**src/rsd_pkg.sv**
```systemverilog
// Package for the radar sweep deframer: constants, types and helper functions.
// No dependencies.
package rsd_pkg;

    localparam int MAX_SAMPLE_BITS  = 24;
    localparam int MAX_SWEEP_LENGTH = 65536;

    localparam logic [7:0] START_BYTE = 8'hFF;
    localparam logic [7:0] STOP_BYTE  = 8'h8F;

    localparam int SAMPLE_W = 25;
    localparam int INDEX_W  = 16;
    localparam int CFG_W    = 17;

    typedef enum logic [1:0] {
        EV_SAMPLE = 2'd0,
        EV_FINAL  = 2'd1,
        EV_ABORT  = 2'd2
    } t_event;

    typedef enum logic [1:0] {
        REG_SAMPLE_BITS  = 2'd0,
        REG_SWEEP_LENGTH = 2'd1,
        REG_FFT_MODE     = 2'd2
    } t_reg;

    // Commands from the controller to the datapath.
    typedef struct packed {
        logic clear;        // clear word and byte position
        logic load_byte;    // merge byte into the word
        logic start_mag;    // begin magnitude computation
        logic emit;         // present a result
        t_event kind;
    } t_cmd;

    // Status from the datapath to the controller.
    typedef struct packed {
        logic last_byte;    // the byte being loaded completes a sample
        logic last_sample;  // the sample being completed is the last of the sweep
        logic mag_done;
        logic out_free;     // output register can take a result
    } t_status;

endpackage

```
**src/rsd_stream_if.sv**
```systemverilog
// Valid/ready stream interface carrying a parametric payload.
// Depends on nothing.
interface rsd_stream_if #(parameter int W = 8);
    logic         valid;
    logic         ready;
    logic [W-1:0] data;
    modport source (output valid, output data, input ready);
    modport sink   (input valid, input data, output ready);
endinterface

```
**src/rsd_sqrt.sv**
```systemverilog
// Iterative rounded integer square root, one result bit per cycle.
// Depends on nothing.
module rsd_sqrt #(
    parameter int IN_W = 50,
    parameter int OUT_W = 25
) (
    input  logic             i_clk,
    input  logic             i_rst_n,
    input  logic             i_start,
    input  logic [IN_W-1:0]  i_value,
    output logic             o_done,
    output logic [OUT_W-1:0] o_root
);
    localparam int HW  = (IN_W + 1) / 2;
    localparam int CW  = $clog2(HW + 1);
    localparam int RW  = HW + 2;

    logic [2*HW-1:0] r_num;
    logic [RW-1:0]   r_rem;
    logic [HW-1:0]   r_root;
    logic [CW-1:0]   r_cnt;
    logic            r_busy;
    logic            r_done;

    logic [RW-1:0] n_trial_rem;
    logic [RW-1:0] n_trial;

    always_comb begin
        n_trial_rem = {r_rem[RW-3:0], r_num[2*HW-1 -: 2]};
        n_trial     = {r_root, 2'b01};
    end

    always_ff @(posedge i_clk) begin
        if (!i_rst_n) begin
            r_busy <= 1'b0;
            r_done <= 1'b0;
        end else begin
            r_done <= 1'b0;
            if (i_start) begin
                r_busy <= 1'b1;
                r_num  <= (2*HW)'(i_value);
                r_rem  <= '0;
                r_root <= '0;
                r_cnt  <= CW'(HW);
            end else if (r_busy) begin
                r_num <= r_num << 2;
                if (n_trial_rem >= n_trial) begin
                    r_rem  <= n_trial_rem - n_trial;
                    r_root <= {r_root[HW-2:0], 1'b1};
                end else begin
                    r_rem  <= n_trial_rem;
                    r_root <= {r_root[HW-2:0], 1'b0};
                end
                r_cnt <= r_cnt - 1'b1;
                if (r_cnt == CW'(1)) begin
                    r_busy <= 1'b0;
                    r_done <= 1'b1;
                end
            end
        end
    end

    // Round up when the remainder exceeds the root.
    logic [RW-1:0] n_root_ext;
    assign n_root_ext = RW'(r_root);
    assign o_done = r_done;
    assign o_root = (r_rem > n_root_ext) ? OUT_W'(r_root) + OUT_W'(1) : OUT_W'(r_root);
endmodule

```
**src/rsd_datapath.sv**
```systemverilog
// Datapath: byte assembly, sample extraction, magnitude and output register.
// Depends on rsd_pkg and rsd_sqrt.
module rsd_datapath #(
    parameter int MAX_BITS = rsd_pkg::MAX_SAMPLE_BITS,
    parameter int MAX_LEN  = rsd_pkg::MAX_SWEEP_LENGTH
) (
    input  logic                        i_clk,
    input  logic                        i_rst_n,
    input  logic [7:0]                  i_byte,
    input  logic [4:0]                  i_sample_bits,
    input  logic [16:0]                 i_sweep_length,
    input  logic                        i_fft_mode,
    input  rsd_pkg::t_cmd               i_cmd,
    output rsd_pkg::t_status            o_status,
    output logic [$clog2(MAX_BITS*2/8+2):0] o_flags_needed,
    input  logic                        i_out_ready,
    output logic                        o_out_valid,
    output logic [rsd_pkg::SAMPLE_W+rsd_pkg::INDEX_W+1:0] o_out_data
);
    import rsd_pkg::*;

    localparam int WORD_W = 64;
    localparam int LEN_W  = $clog2(MAX_LEN + 1);
    localparam int SQ_W   = 2 * MAX_BITS + 1;
    localparam int FN_W   = $clog2(MAX_BITS*2/8+2) + 1;

    logic [4:0]  n_bits;
    logic [5:0]  n_wbits;
    logic [3:0]  n_bps;
    logic [LEN_W-1:0] n_len;

    always_comb begin
        logic [3:0] q;
        logic [3:0] c;
        n_bits = i_sample_bits;
        if (n_bits < 5'd2) n_bits = 5'd2;
        if (32'(n_bits) > MAX_BITS) n_bits = 5'(MAX_BITS);
        n_wbits = i_fft_mode ? {n_bits, 1'b0} : {1'b0, n_bits};
        c = 4'((n_wbits + 6'd7) >> 3);
        q = 4'(n_wbits >> 3) + 4'd1;
        n_bps = (c <= 4'd1) ? 4'd1 : (c <= 4'd2) ? 4'd2 : (c <= 4'd4) ? 4'd4 : 4'd8;
        o_flags_needed = (q <= 4'd1) ? FN_W'(1) : (q <= 4'd2) ? FN_W'(2) :
                         (q <= 4'd4) ? FN_W'(4) : FN_W'(8);
        if (i_sweep_length == 17'd0) n_len = LEN_W'(1);
        else if (32'(i_sweep_length) > MAX_LEN) n_len = LEN_W'(MAX_LEN);
        else n_len = LEN_W'(i_sweep_length);
    end

    logic [WORD_W-1:0] r_word;
    logic [2:0]        r_pos;
    logic [LEN_W-1:0]  r_sweep;
    logic [WORD_W-1:0] n_word;

    always_comb begin
        logic [3:0] sh;
        sh = (4'(r_pos) < n_bps) ? (n_bps - 4'd1 - 4'(r_pos)) : 4'd0;
        n_word = r_word | (WORD_W'(i_byte) << {sh, 3'b000});
    end

    assign o_status.last_byte   = (4'(r_pos) + 4'd1) >= n_bps;
    assign o_status.last_sample = (r_sweep + LEN_W'(1)) >= n_len;

    // Component extraction from the completed word.
    logic signed [MAX_BITS-1:0] n_a;
    logic signed [MAX_BITS-1:0] n_b;
    always_comb begin
        logic [WORD_W-1:0] lo;
        logic [WORD_W-1:0] hi;
        lo = n_word << (WORD_W - 32'(n_bits));
        hi = (n_word >> n_bits) << (WORD_W - 32'(n_bits));
        n_a = MAX_BITS'($signed(lo) >>> (WORD_W - 32'(n_bits)));
        n_b = MAX_BITS'($signed(hi) >>> (WORD_W - 32'(n_bits)));
    end

    // Registered components and squares, two steps before the root unit.
    logic [MAX_BITS-1:0]   r_ua;
    logic [MAX_BITS-1:0]   r_ub;
    logic [SQ_W-1:0]       r_sum;
    logic                  r_sq_go;
    logic                  r_rt_go;
    logic                  mag_done;
    logic [SAMPLE_W-1:0]   mag_root;
    logic [SAMPLE_W-1:0]   r_value;
    logic [INDEX_W-1:0]    r_index;

    always_ff @(posedge i_clk) begin
        if (!i_rst_n) begin
            r_sq_go <= 1'b0;
            r_rt_go <= 1'b0;
        end else begin
            r_sq_go <= i_cmd.start_mag;
            r_rt_go <= r_sq_go;
        end
    end

    always_ff @(posedge i_clk) begin
        if (i_cmd.start_mag) begin
            r_ua <= n_a[MAX_BITS-1] ? MAX_BITS'(-n_a) : MAX_BITS'(n_a);
            r_ub <= n_b[MAX_BITS-1] ? MAX_BITS'(-n_b) : MAX_BITS'(n_b);
        end
        if (r_sq_go) r_sum <= SQ_W'(r_ua) * SQ_W'(r_ua) + SQ_W'(r_ub) * SQ_W'(r_ub);
    end

    rsd_sqrt #(.IN_W(SQ_W), .OUT_W(SAMPLE_W)) u_sqrt (
        .i_clk   (i_clk),
        .i_rst_n (i_rst_n),
        .i_start (r_rt_go),
        .i_value (r_sum),
        .o_done  (mag_done),
        .o_root  (mag_root)
    );
    assign o_status.mag_done = mag_done;

    always_ff @(posedge i_clk) begin
        if (!i_rst_n) begin
            r_pos   <= '0;
            r_word  <= '0;
            r_sweep <= '0;
        end else if (i_cmd.clear) begin
            r_pos   <= '0;
            r_word  <= '0;
            r_sweep <= '0;
        end else if (i_cmd.load_byte) begin
            if (o_status.last_byte) begin
                r_pos   <= '0;
                r_word  <= '0;
                r_sweep <= r_sweep + LEN_W'(1);
                r_index <= INDEX_W'(r_sweep);
                if (!i_fft_mode) r_value <= SAMPLE_W'(n_a);
            end else begin
                r_pos  <= r_pos + 3'd1;
                r_word <= n_word;
            end
        end
        if (mag_done) r_value <= mag_root;
    end

    // Output register.
    logic                              r_ovalid;
    logic [SAMPLE_W+INDEX_W+1:0]       r_odata;
    assign o_status.out_free = !r_ovalid || i_out_ready;
    always_ff @(posedge i_clk) begin
        if (!i_rst_n) begin
            r_ovalid <= 1'b0;
        end else begin
            if (i_cmd.emit) begin
                r_ovalid <= 1'b1;
                r_odata  <= (i_cmd.kind == EV_ABORT) ?
                            {EV_ABORT, {SAMPLE_W{1'b0}}, {INDEX_W{1'b0}}} :
                            {i_cmd.kind, r_value, r_index};
            end else if (i_out_ready) begin
                r_ovalid <= 1'b0;
            end
        end
    end
    assign o_out_valid = r_ovalid;
    assign o_out_data  = r_odata;
endmodule

```
**src/rsd_ctrl.sv**
```systemverilog
// Controller state machine: framing phases and sequencing of the datapath.
// Depends on rsd_pkg.
module rsd_ctrl #(
    parameter int FN_W = 4
) (
    input  logic              i_clk,
    input  logic              i_rst_n,
    input  logic              i_valid,
    output logic              o_ready,
    input  logic [7:0]        i_byte,
    input  logic              i_fft_mode,
    input  logic [FN_W-1:0]   i_flags_needed,
    input  rsd_pkg::t_status  i_status,
    output rsd_pkg::t_cmd     o_cmd
);
    import rsd_pkg::*;

    typedef enum logic [5:0] {
        S_HUNT  = 6'b000001,
        S_SAMP  = 6'b000010,
        S_MAG   = 6'b000100,
        S_EMIT  = 6'b001000,
        S_STOP  = 6'b010000,
        S_FINAL = 6'b100000
    } t_state;

    t_state            r_state, n_state;
    logic [FN_W-1:0]   r_run, n_run;
    logic              r_last, n_last;
    logic              acc;

    always_comb begin
        n_state = r_state;
        n_run   = r_run;
        n_last  = r_last;
        o_ready = 1'b0;
        o_cmd   = '0;
        o_cmd.kind = EV_SAMPLE;
        acc = 1'b0;
        unique case (r_state)
            S_HUNT: begin
                o_ready = 1'b1;
                if (i_valid) begin
                    n_run = (i_byte == START_BYTE) ? r_run + FN_W'(1) : '0;
                    if (n_run >= i_flags_needed) begin
                        n_run = '0;
                        o_cmd.clear = 1'b1;
                        n_state = S_SAMP;
                    end
                end
            end
            S_SAMP: begin
                o_ready = 1'b1;
                acc = i_valid;
                if (acc) begin
                    o_cmd.load_byte = 1'b1;
                    if (i_status.last_byte) begin
                        n_last = i_status.last_sample;
                        o_cmd.start_mag = i_fft_mode;
                        if (i_fft_mode) n_state = S_MAG;
                        else n_state = i_status.last_sample ? S_STOP : S_EMIT;
                        n_run = '0;
                    end
                end
            end
            S_MAG: begin
                if (i_status.mag_done) n_state = r_last ? S_STOP : S_EMIT;
            end
            S_EMIT: begin
                if (i_status.out_free) begin
                    o_cmd.emit = 1'b1;
                    n_state = S_SAMP;
                end
            end
            S_STOP: begin
                o_ready = i_status.out_free;
                if (i_valid && o_ready) begin
                    if (i_byte == STOP_BYTE) begin
                        n_run = r_run + FN_W'(1);
                        if (n_run >= i_flags_needed) begin
                            o_cmd.emit = 1'b1;
                            o_cmd.kind = EV_FINAL;
                            n_state = S_FINAL;
                        end
                    end else begin
                        o_cmd.emit = 1'b1;
                        o_cmd.kind = EV_ABORT;
                        n_state = S_FINAL;
                    end
                end
            end
            S_FINAL: begin
                o_cmd.clear = 1'b1;
                n_run = '0;
                n_state = S_HUNT;
            end
            default: n_state = S_HUNT;
        endcase
    end

    always_ff @(posedge i_clk) begin
        if (!i_rst_n) begin
            r_state <= S_HUNT;
            r_run   <= '0;
            r_last  <= 1'b0;
        end else begin
            r_state <= n_state;
            r_run   <= n_run;
            r_last  <= n_last;
        end
    end
endmodule

```
**src/radar_sweep_deframer_unit.sv**
```systemverilog
// Top level of the radar sweep deframer: configuration registers and wiring.
// Depends on rsd_pkg, rsd_stream_if, rsd_ctrl and rsd_datapath.
//
// The deframer takes one received byte per request on the input stream, finds
// a run of 0xFF start bytes, assembles each sweep's big-endian samples and
// confirms the sweep with a run of 0x8F stop bytes. Start, sample and stop
// bytes are taken one per cycle save where the block waits, as below. In plain
// mode each finished sample but the last of a sweep passes an emit state that
// moves it to the output register. In fft mode the magnitude goes through a
// square and sum stage and then an iterative square root that retires one
// result bit a cycle; no byte is taken meanwhile, so that root unit sets the
// rate. The end of a sweep, confirmed or aborted, passes a final state that
// clears the datapath before hunting resumes. Results wait in an output
// register; stop bytes are taken only when it is free, and a sample waits for
// it before the next byte is taken. The user must write the configuration
// via the plain write port only while the block idles, which is not enforced.
module radar_sweep_deframer_unit #(
    parameter int MAX_SAMPLE_BITS  = rsd_pkg::MAX_SAMPLE_BITS,
    parameter int MAX_SWEEP_LENGTH = rsd_pkg::MAX_SWEEP_LENGTH
) (
    input  logic                i_clk,
    input  logic                i_rst_n,
    input  logic                i_cfg_we,
    input  logic [1:0]          i_cfg_index,
    input  logic [rsd_pkg::CFG_W-1:0] i_cfg_data,
    rsd_stream_if.sink          in_s,
    rsd_stream_if.source        out_s
);
    import rsd_pkg::*;

    localparam int FN_W = $clog2(MAX_SAMPLE_BITS*2/8+2) + 1;

    logic [4:0]  r_sample_bits;
    logic [16:0] r_sweep_length;
    logic        r_fft_mode;

    always_ff @(posedge i_clk) begin
        if (!i_rst_n) begin
            r_sample_bits  <= 5'd12;
            r_sweep_length <= 17'd20480;
            r_fft_mode     <= 1'b0;
        end else if (i_cfg_we) begin
            unique case (t_reg'(i_cfg_index))
                REG_SAMPLE_BITS:  r_sample_bits  <= i_cfg_data[4:0];
                REG_SWEEP_LENGTH: r_sweep_length <= i_cfg_data[16:0];
                REG_FFT_MODE:     r_fft_mode     <= i_cfg_data[0];
                default: ;
            endcase
        end
    end

    t_cmd             cmd;
    t_status          status;
    logic [FN_W-1:0]  flags_needed;

    rsd_ctrl #(.FN_W(FN_W)) u_ctrl (
        .i_clk          (i_clk),
        .i_rst_n        (i_rst_n),
        .i_valid        (in_s.valid),
        .o_ready        (in_s.ready),
        .i_byte         (in_s.data),
        .i_fft_mode     (r_fft_mode),
        .i_flags_needed (flags_needed),
        .i_status       (status),
        .o_cmd          (cmd)
    );

    rsd_datapath #(.MAX_BITS(MAX_SAMPLE_BITS), .MAX_LEN(MAX_SWEEP_LENGTH)) u_dp (
        .i_clk          (i_clk),
        .i_rst_n        (i_rst_n),
        .i_byte         (in_s.data),
        .i_sample_bits  (r_sample_bits),
        .i_sweep_length (r_sweep_length),
        .i_fft_mode     (r_fft_mode),
        .i_cmd          (cmd),
        .o_status       (status),
        .o_flags_needed (flags_needed),
        .i_out_ready    (out_s.ready),
        .o_out_valid    (out_s.valid),
        .o_out_data     (out_s.data)
    );
endmodule

```
**src/flat_wrapper.sv**
```systemverilog
// flat-port wrapper written by rule: the top's interface ports become plain ports
module radar_sweep_deframer_unit_flat import rsd_pkg::*;
#(
    parameter int MAX_SAMPLE_BITS  = rsd_pkg::MAX_SAMPLE_BITS,
    parameter int MAX_SWEEP_LENGTH = rsd_pkg::MAX_SWEEP_LENGTH
)
  (i_clk, i_rst_n, i_cfg_we, i_cfg_index, i_cfg_data, in_s_valid, in_s_data, in_s_ready, out_s_valid, out_s_data, out_s_ready);
  rsd_stream_if #(.W(8)) in_s_i ();
  rsd_stream_if #(.W((2 + SAMPLE_W + INDEX_W))) out_s_i ();
  input  logic i_clk;
  input  logic i_rst_n;
  input  logic i_cfg_we;
  input  logic [1:0] i_cfg_index;
  input  logic [rsd_pkg::CFG_W-1:0] i_cfg_data;
  input wire logic [$bits(in_s_i.valid)-1:0] in_s_valid;
  input wire logic [$bits(in_s_i.data)-1:0] in_s_data;
  output wire logic [$bits(in_s_i.ready)-1:0] in_s_ready;
  output wire logic [$bits(out_s_i.valid)-1:0] out_s_valid;
  output wire logic [$bits(out_s_i.data)-1:0] out_s_data;
  input wire logic [$bits(out_s_i.ready)-1:0] out_s_ready;
  assign in_s_i.valid = in_s_valid;
  assign in_s_i.data = in_s_data;
  assign in_s_ready = in_s_i.ready;
  assign out_s_valid = out_s_i.valid;
  assign out_s_data = out_s_i.data;
  assign out_s_i.ready = out_s_ready;
  radar_sweep_deframer_unit #(.MAX_SAMPLE_BITS(MAX_SAMPLE_BITS), .MAX_SWEEP_LENGTH(MAX_SWEEP_LENGTH)) u_core (.i_clk(i_clk), .i_rst_n(i_rst_n), .i_cfg_we(i_cfg_we), .i_cfg_index(i_cfg_index), .i_cfg_data(i_cfg_data), .in_s(in_s_i), .out_s(out_s_i));
endmodule
```
**config.mk**
```make
export PLATFORM = sky130hd
export DESIGN_NAME = radar_sweep_deframer_unit_flat
export DESIGN_NICKNAME = d
export VERILOG_FILES = /design/src/rsd_pkg.sv /design/src/rsd_stream_if.sv /design/src/rsd_sqrt.sv /design/src/rsd_datapath.sv /design/src/rsd_ctrl.sv /design/src/radar_sweep_deframer_unit.sv /design/src/flat_wrapper.sv
export SDC_FILE = /design/constraint.sdc
export NUM_CORES = 2
export LEC_CHECK = 0
export ABC_AREA = 1
export BUFFER_PORTS_ARGS = -buffer_cell sky130_fd_sc_hd__buf_2
export CORE_ASPECT_RATIO = 1.5
export CORE_MARGIN = 4
export CORE_UTILIZATION = 65
export DETAILED_ROUTE_END_ITERATION = 6
export MAX_ROUTING_LAYER = met4
export PLACE_DENSITY = 0.88
export REMOVE_ABC_BUFFERS = 1
export SETUP_SLACK_MARGIN = 0.5
export SLEW_MARGIN = 0
export SYNTH_ARGS = -nofsm -noshare
export SYNTH_HDL_FRONTEND = slang
export SYNTH_HIERARCHICAL = 1
export SYNTH_SLANG_ARGS = --single-unit
```
**constraint.sdc**
```tcl
create_clock -name i_clk -period 13.9 [get_ports i_clk]
set_input_delay 1.39 -clock i_clk [delete_from_list [all_inputs] [get_ports i_clk]]
set_output_delay 1.39 -clock i_clk [all_outputs]
set_load 0.02 [all_outputs]
```
-- Word-level counts from Yosys, hierarchy flattened
Cells that the tools add are included.
Widths: inputs -> output; s select.
- bits of input ports: 32
- bits in registers: 411
- output and inout port bits: 45
- logic and storage cells: 188
- $lt $le $gt $ge: 16
- equality and inequality tests: 23
- mux-type cells: 70
- shift-type cells: 6
- multiply operators: 2
- $add $sub $neg: 15
- reductions and logical operators: 25
- bitwise logic cells: 4
- operators with widths (kind ; number):
    $mux 25 ; 8
    $shl 64x32->64 ; 2
    $sshr 64x32->24 ; 2
    $mul 24x24->48 ; 2
    $mux 64 ; 1
    $or 64x64->64 ; 1
    $shl 8x7->64 ; 1
    $shr 64x5->64 ; 1
    $mux 6 ; 10
    $mux 4 ; 14
    $mux 27 ; 2
    $mux 50 ; 1
    $add 48x48->49 ; 1
    $mux 49 ; 1
    $neg 24->24 ; 2
    $mux 23 ; 2
    $mux 17 ; 2
    $mux 5 ; 6
    $pmux 6 s5 ; 1
    $ge 27x27->1 ; 1
    $gt 27x25->1 ; 1
    $sub 27x27->27 ; 1
    $add 25x1->25 const B ; 1
    $ne 2x2->1 const B ; 9
    54 further kinds ; 88

-- Depth between registers and ports, before layout
- depth after elaboration: 23
- mapped depth: 57
- depth with buffers taken out: 55

-- Cells and area by module
The synthesis kept the hierarchy.
- modules (own cells, without submodules) (module ; instances ; area each (um^2) ; cells an instance):
    rsd_datapath ; 1 ; 53836.6 ; 6870
    rsd_sqrt ; 1 ; 7709.9 ; 1065
    rsd_ctrl ; 1 ; 1199.9 ; 184
    radar_sweep_deframer_unit ; 1 ; 982.2 ; 144

-- Worst setup path before layout
OpenSTA, ideal clock, no wires.
- kind: register to register
- from: reg u_core.u_dp.r_ua[4]
- to: reg u_core.u_dp.r_sum[47] (data pin)
- data required time: 13.641 ns
- clock period less this slack: 8.700 ns
- data arrival time: 8.442 ns
- slack: 5.200 ns
- path buffers: 1
- stages on the path, launching flop included: 42
- cells stage by stage: edfxtp_1 > clkbuf_1 > inv_1 > ha_1 > xnor2_1 > fa_1 > inv_1 > fa_1 > fa_1 > ha_1 > fa_1 > fa_1 > fa_1 > inv_1 > fa_1 > inv_1 > ha_1 > nand2_1 > [... 6 more ...] > o21bai_1 > nand3_1 > nand2_1 > nand3_1 > nand2_1 > a21oi_1 > o21ai_0 > a21oi_1 > o21ai_0 > inv_1 > o21ai_0 > a21oi_1 > o21ai_0 > a21oi_1 > o31ai_1 > nand4_1 > nand2_1 > xor2_1
- cells in the longest elaborated chain, start to end: 2
- RTL lines (what ; RTL line ; RTL):
    start: declaration ; rsd_datapath.sv:76 ; logic [MAX_BITS-1:0] r_ua;
    start signal: assignment ; rsd_datapath.sv:98 ; r_ua <= n_a[MAX_BITS-1] ? MAX_BITS'(-n_a) : MAX_BITS'(n_a);
    $mul 24x24->48 ; rsd_datapath.sv:101 ; if (r_sq_go) r_sum <= SQ_W'(r_ua) * SQ_W'(r_ua) + SQ_W'(r_ub) * SQ_W'(r_ub);
    $add 48x48->49 ; rsd_datapath.sv:101 ;
    end signal: assignment ; rsd_datapath.sv:101 ;
    end: declaration ; rsd_datapath.sv:78 ; logic [SQ_W-1:0] r_sum;
No other way between the ends.
A chain may end at the register's enable or synchronous reset.

-- Worst setup path after layout
- from: reg u_core.u_dp.r_ua[3]
- to: reg u_core.u_dp.r_sum[47] (data pin)
Same word-level chain as after synthesis.

==> impl_metrics.py <==
metrics = {
    "logic_synthesis": {
        "synth-seq-cells": 410,
        "async_reset_ff_share_pct": 0,
        "yosysSeqAreaShare_pct": 17.4,
        "synth-main-ff-cell": "edfxtp_1",
        "synthTopCellsByArea": "fa_1 (29%), edfxtp_1 (14%), nand2_1 (11%)",
        "synth-edff-count": 288,
        "synth_warnings": 6,
        "synth_cells": 8263,
        "syn_avg_cell_area_um2": 7.71,
        "synth.distinct_cells": 67,
        "synth_area_mm2": 0.0637,
        "synth_top_area_share_pct": 29.4,
        "synth_top_cell_by_area": "fa_1",
    },
    "sta": {
        "fin_hold_ws_ns": 0.466,
        "fin_ws_ns": 3.66,
        "period_minus_slack_ns": 10.24,
        "rsz0062_at_grt": "no",
        "fin_crit_sh_pct": 73.6,
        "finalHoldViolCount": 0,
        "fmax_ghz": 0.0977,
        "slew_headroom_pct": 20.6,
        "setup_viol": 0,
        "final.setup_skew_ns": 0.0376,
        "worst_pin_slew_ns": 1.19,
        "drv_slew": 0,
    },
    "grt": {
        "grt_first_pass_wirelength_um": 291000,
        "overflow": 0,
        "grt_pass1_vias": 58900,
        "antenna_found_initial": 2,
        "grt_usage_pct": 36.4,
        "grt_start_max_net_pins": 107,
    },
    "power_and_ir_drop": {
        "total_leakage_power_uw": 0.0359,
        "p_per_area_mw_per_mm2": 94.2,
        "total_power_uw": 6240,
        "ir_drop_mv": 0.151,
    },
    "placed_design": {
        "pre_cts_slack_ns": 3.78,
        "dp_hpwl_um": 140000,
        "dpl-instance-area_mm2": 0.0648,
        "port_buffers": 76,
        "dp_cells": 9352,
        "place_congestion": 1.02,
    },
    "worst_setup_path": {
        "worst_setup_path_end_kind": "flop",
        "slowest_delay_ns": 0.96,
        "cp.required_ns": 14.26,
        "arrival_ns": 10.59,
        "critical_path_buf_inv_count": 5,
        "cp_max_fo": 24,
        "crit_path_start_kind": "flop",
        "cpMaxStageDelayCell": "edfxtp_1",
        "crit_family": "adder cells",
        "critPathKind": "flop to flop",
    },
    "layout": {
        "final_nets": 9500,
        "fin_cells": 9433,
        "fin_area_mm2": 0.0663,
        "drive_above_1_share_pct": 5.51,
        "syn2layout_area_growth_pct": 3.99,
    },
    "cts": {
        "cts_resized": 0,
        "clock-sinks": 410,
        "ctsHtreeMaxLevel": 2,
        "cts.path.max_buffers": 3,
        "cts_hold_buf": 0,
        "root_buffer": "clkbuf_16",
        "post_cts_buffers": 0,
        "cts_buffers": 43,
        "cts_tree": "yes",
        "clk_pin_slew_ns": 0.06,
        "clock_latency_ns": 0.62,
    },
    "drt": {
        "routed_wl_um": 180000,
        "first_iter_violations": 4631,
        "first_pass_iters": 7,
        "drtAntennaViolNets": 0,
        "vias": 54800,
        "drc": 3,
        "viasPerCell": 5.81,
        "routedWlPerCell_um": 19.1,
    },
    "floorplanning": {
        "die_h_um": 391,
        "core_area_mm2": 0.0972,
        "initial_core_util_pct": 65.6,
        "die_area_mm2": 0.103,
        "ios": 77,
        "num_rows": 140,
        "die_w_um": 264,
    },
    "worst_hold_path": {
        "min_path_type": "flop to flop",
    },
    "run_status": {
        "outcome": "finished, violations left",
        "violations": "design-rule violations",
    },
    "run": {
        "timing.max_cap.violations": 0,
    },
}
layer usage:
| metal | vias up | routed length, µm | share of wire (%) | global-route usage (%) |
|---|---|---|---|---|
| met2 | 2736 | 92200 | 51 | 63.7 |
| met3 | 1188 | 12000 | 6.6 | 5.41 |
| met5 | - | 0 | 0 | - |
| met1 | 26000 | 56100 | 31 | 35.2 |
| li1 | 24900 | - | - | - |
| met4 | 0 | 19700 | 11 | 31.2 |
kinds of logic after synthesis:
logic type	after synthesis	synth area share, %
buf+inv	2299	14.1
flops	410	17.4
simple gates	3513	24.1
mux	6	0.0942
compound gates	540	4.84
fa+ha+maj	1349	37.5
xor+xnor	146	2.01
report_power, final:
part	leakage, µW	internal (µW)	switching, µW	total (µW)
clock network	0.000712	711	541	1250
logic	0.0316	1090	2430	3520
registers	0.00360	1450	17.7	1470
placed cells by master (no fill, tap or decap), types with 8 or more instances in the layout:
cell type / n
o21ai_0: 150
xnor2_1: 43
nand3b_1: 8
o21ai_2: 8
nor2_4: 14
o211ai_1: 17
nand4_1: 66
a21oi_1: 169
fa_1: 936
a21oi_2: 20
nand2_2: 47
a21o_1: 8
a31oi_1: 17
inv_1: 1903
o21bai_1: 10
nor2_1: 374
clkbuf_1: 8
dfxtp_1: 119
nor2_2: 15
xor2_1: 101
nand3_1: 952
o21ai_1: 87
nand2_4: 13
buf_4: 78
nand2_1: 1929
inv_2: 43
edfxtp_1: 288
a211oi_1: 15
buf_2: 76
clkbuf_16: 44
nand3_2: 28
nor3_1: 25
o22ai_1: 12
nor4_1: 8
clkinv_1: 9
ha_1: 412
cells in the mapped netlist, types with 18 or more instances:
library cell and number:
nand2_1 1929, inv_1 1910, nand3_1 952, fa_1 936
ha_1 413, nor2_1 378, edfxtp_1 288, clkbuf_1 178
a21oi_1 170, o21ai_0 151, dfxtp_1 122, xor2_1 103
buf_2 95, o21ai_1 87, nand4_1 66, nand2_2 47
xnor2_1 43, inv_2 36, buf_1 33, nand3_2 29
nor3_1 25, a21oi_2 20, buf_4 18
area by class of cell:
class                   instances  area [µm²]
repair buffers                154         966
inverters                    1956        7350
multi-input cells            5554       43800
well taps                    1278        1600
clock buffers                  54        1160
flip-flops and latches        410       11100
fillers                      7711       30900
clock inverters                26         328
diodes                          1        2.50
metrics by stage:
stage	utilization, %	setup TNS (ns)
2_1_floorplan	-	-4.26
3_3_place_gp	66.6	0
3_5_place_dp	66.6	0
4_1_cts	68.2	0
5_1_grt	68.2	0
6_report	68.2	0
flip-flops by register name (all words and copies together), names as in the netlist, 3 cells and up:
register / flops
u_core/u_dp/o_out_data: 43
u_core/u_dp/u_sqrt/r_cnt: 5
u_core/u_dp/r_ub: 24
u_core/u_ctrl/r_state: 6
u_core/u_dp/u_sqrt/r_root: 25
u_core/u_dp/r_word: 63
u_core/u_dp/r_sweep: 17
u_core/r_sweep_length: 17
u_core/r_sample_bits: 5
u_core/u_dp/r_value: 25
u_core/u_dp/r_index: 16
u_core/u_dp/u_sqrt/r_num: 50
u_core/u_dp/r_sum: 49
u_core/u_dp/r_pos: 3
u_core/u_dp/u_sqrt/r_rem: 27
u_core/u_dp/r_ua: 24
u_core/u_ctrl/r_run: 4
final timing paths:
path	end	start	slack (ns)	cells after the start
min reg2reg	u_core/u_dp/r_word[1]	u_core/u_dp/r_word[1]	0.47	2
max	u_core/u_dp/r_sum[47]	u_core/u_dp/r_ua[3]	3.66	41
max reg2reg	u_core/u_dp/r_sum[47]	u_core/u_dp/r_ua[3]	3.66	41
min	u_core/u_dp/r_word[1]	u_core/u_dp/r_word[1]	0.47	2
worst register-to-register path: cells and delay by family (launching register included):
family / cells / cell delay [ns]
buffers and inverters: 5 / 0.37
AOI/OAI and AO/OA: 12 / 2.81
xor gates and xnor gates: 2 / 0.21
and+or+nand+nor: 12 / 1.38
DFF: 1 / 0.96
adders and majority gates: 10 / 4.29
Note: power is estimated with default switching activity, not from simulation.
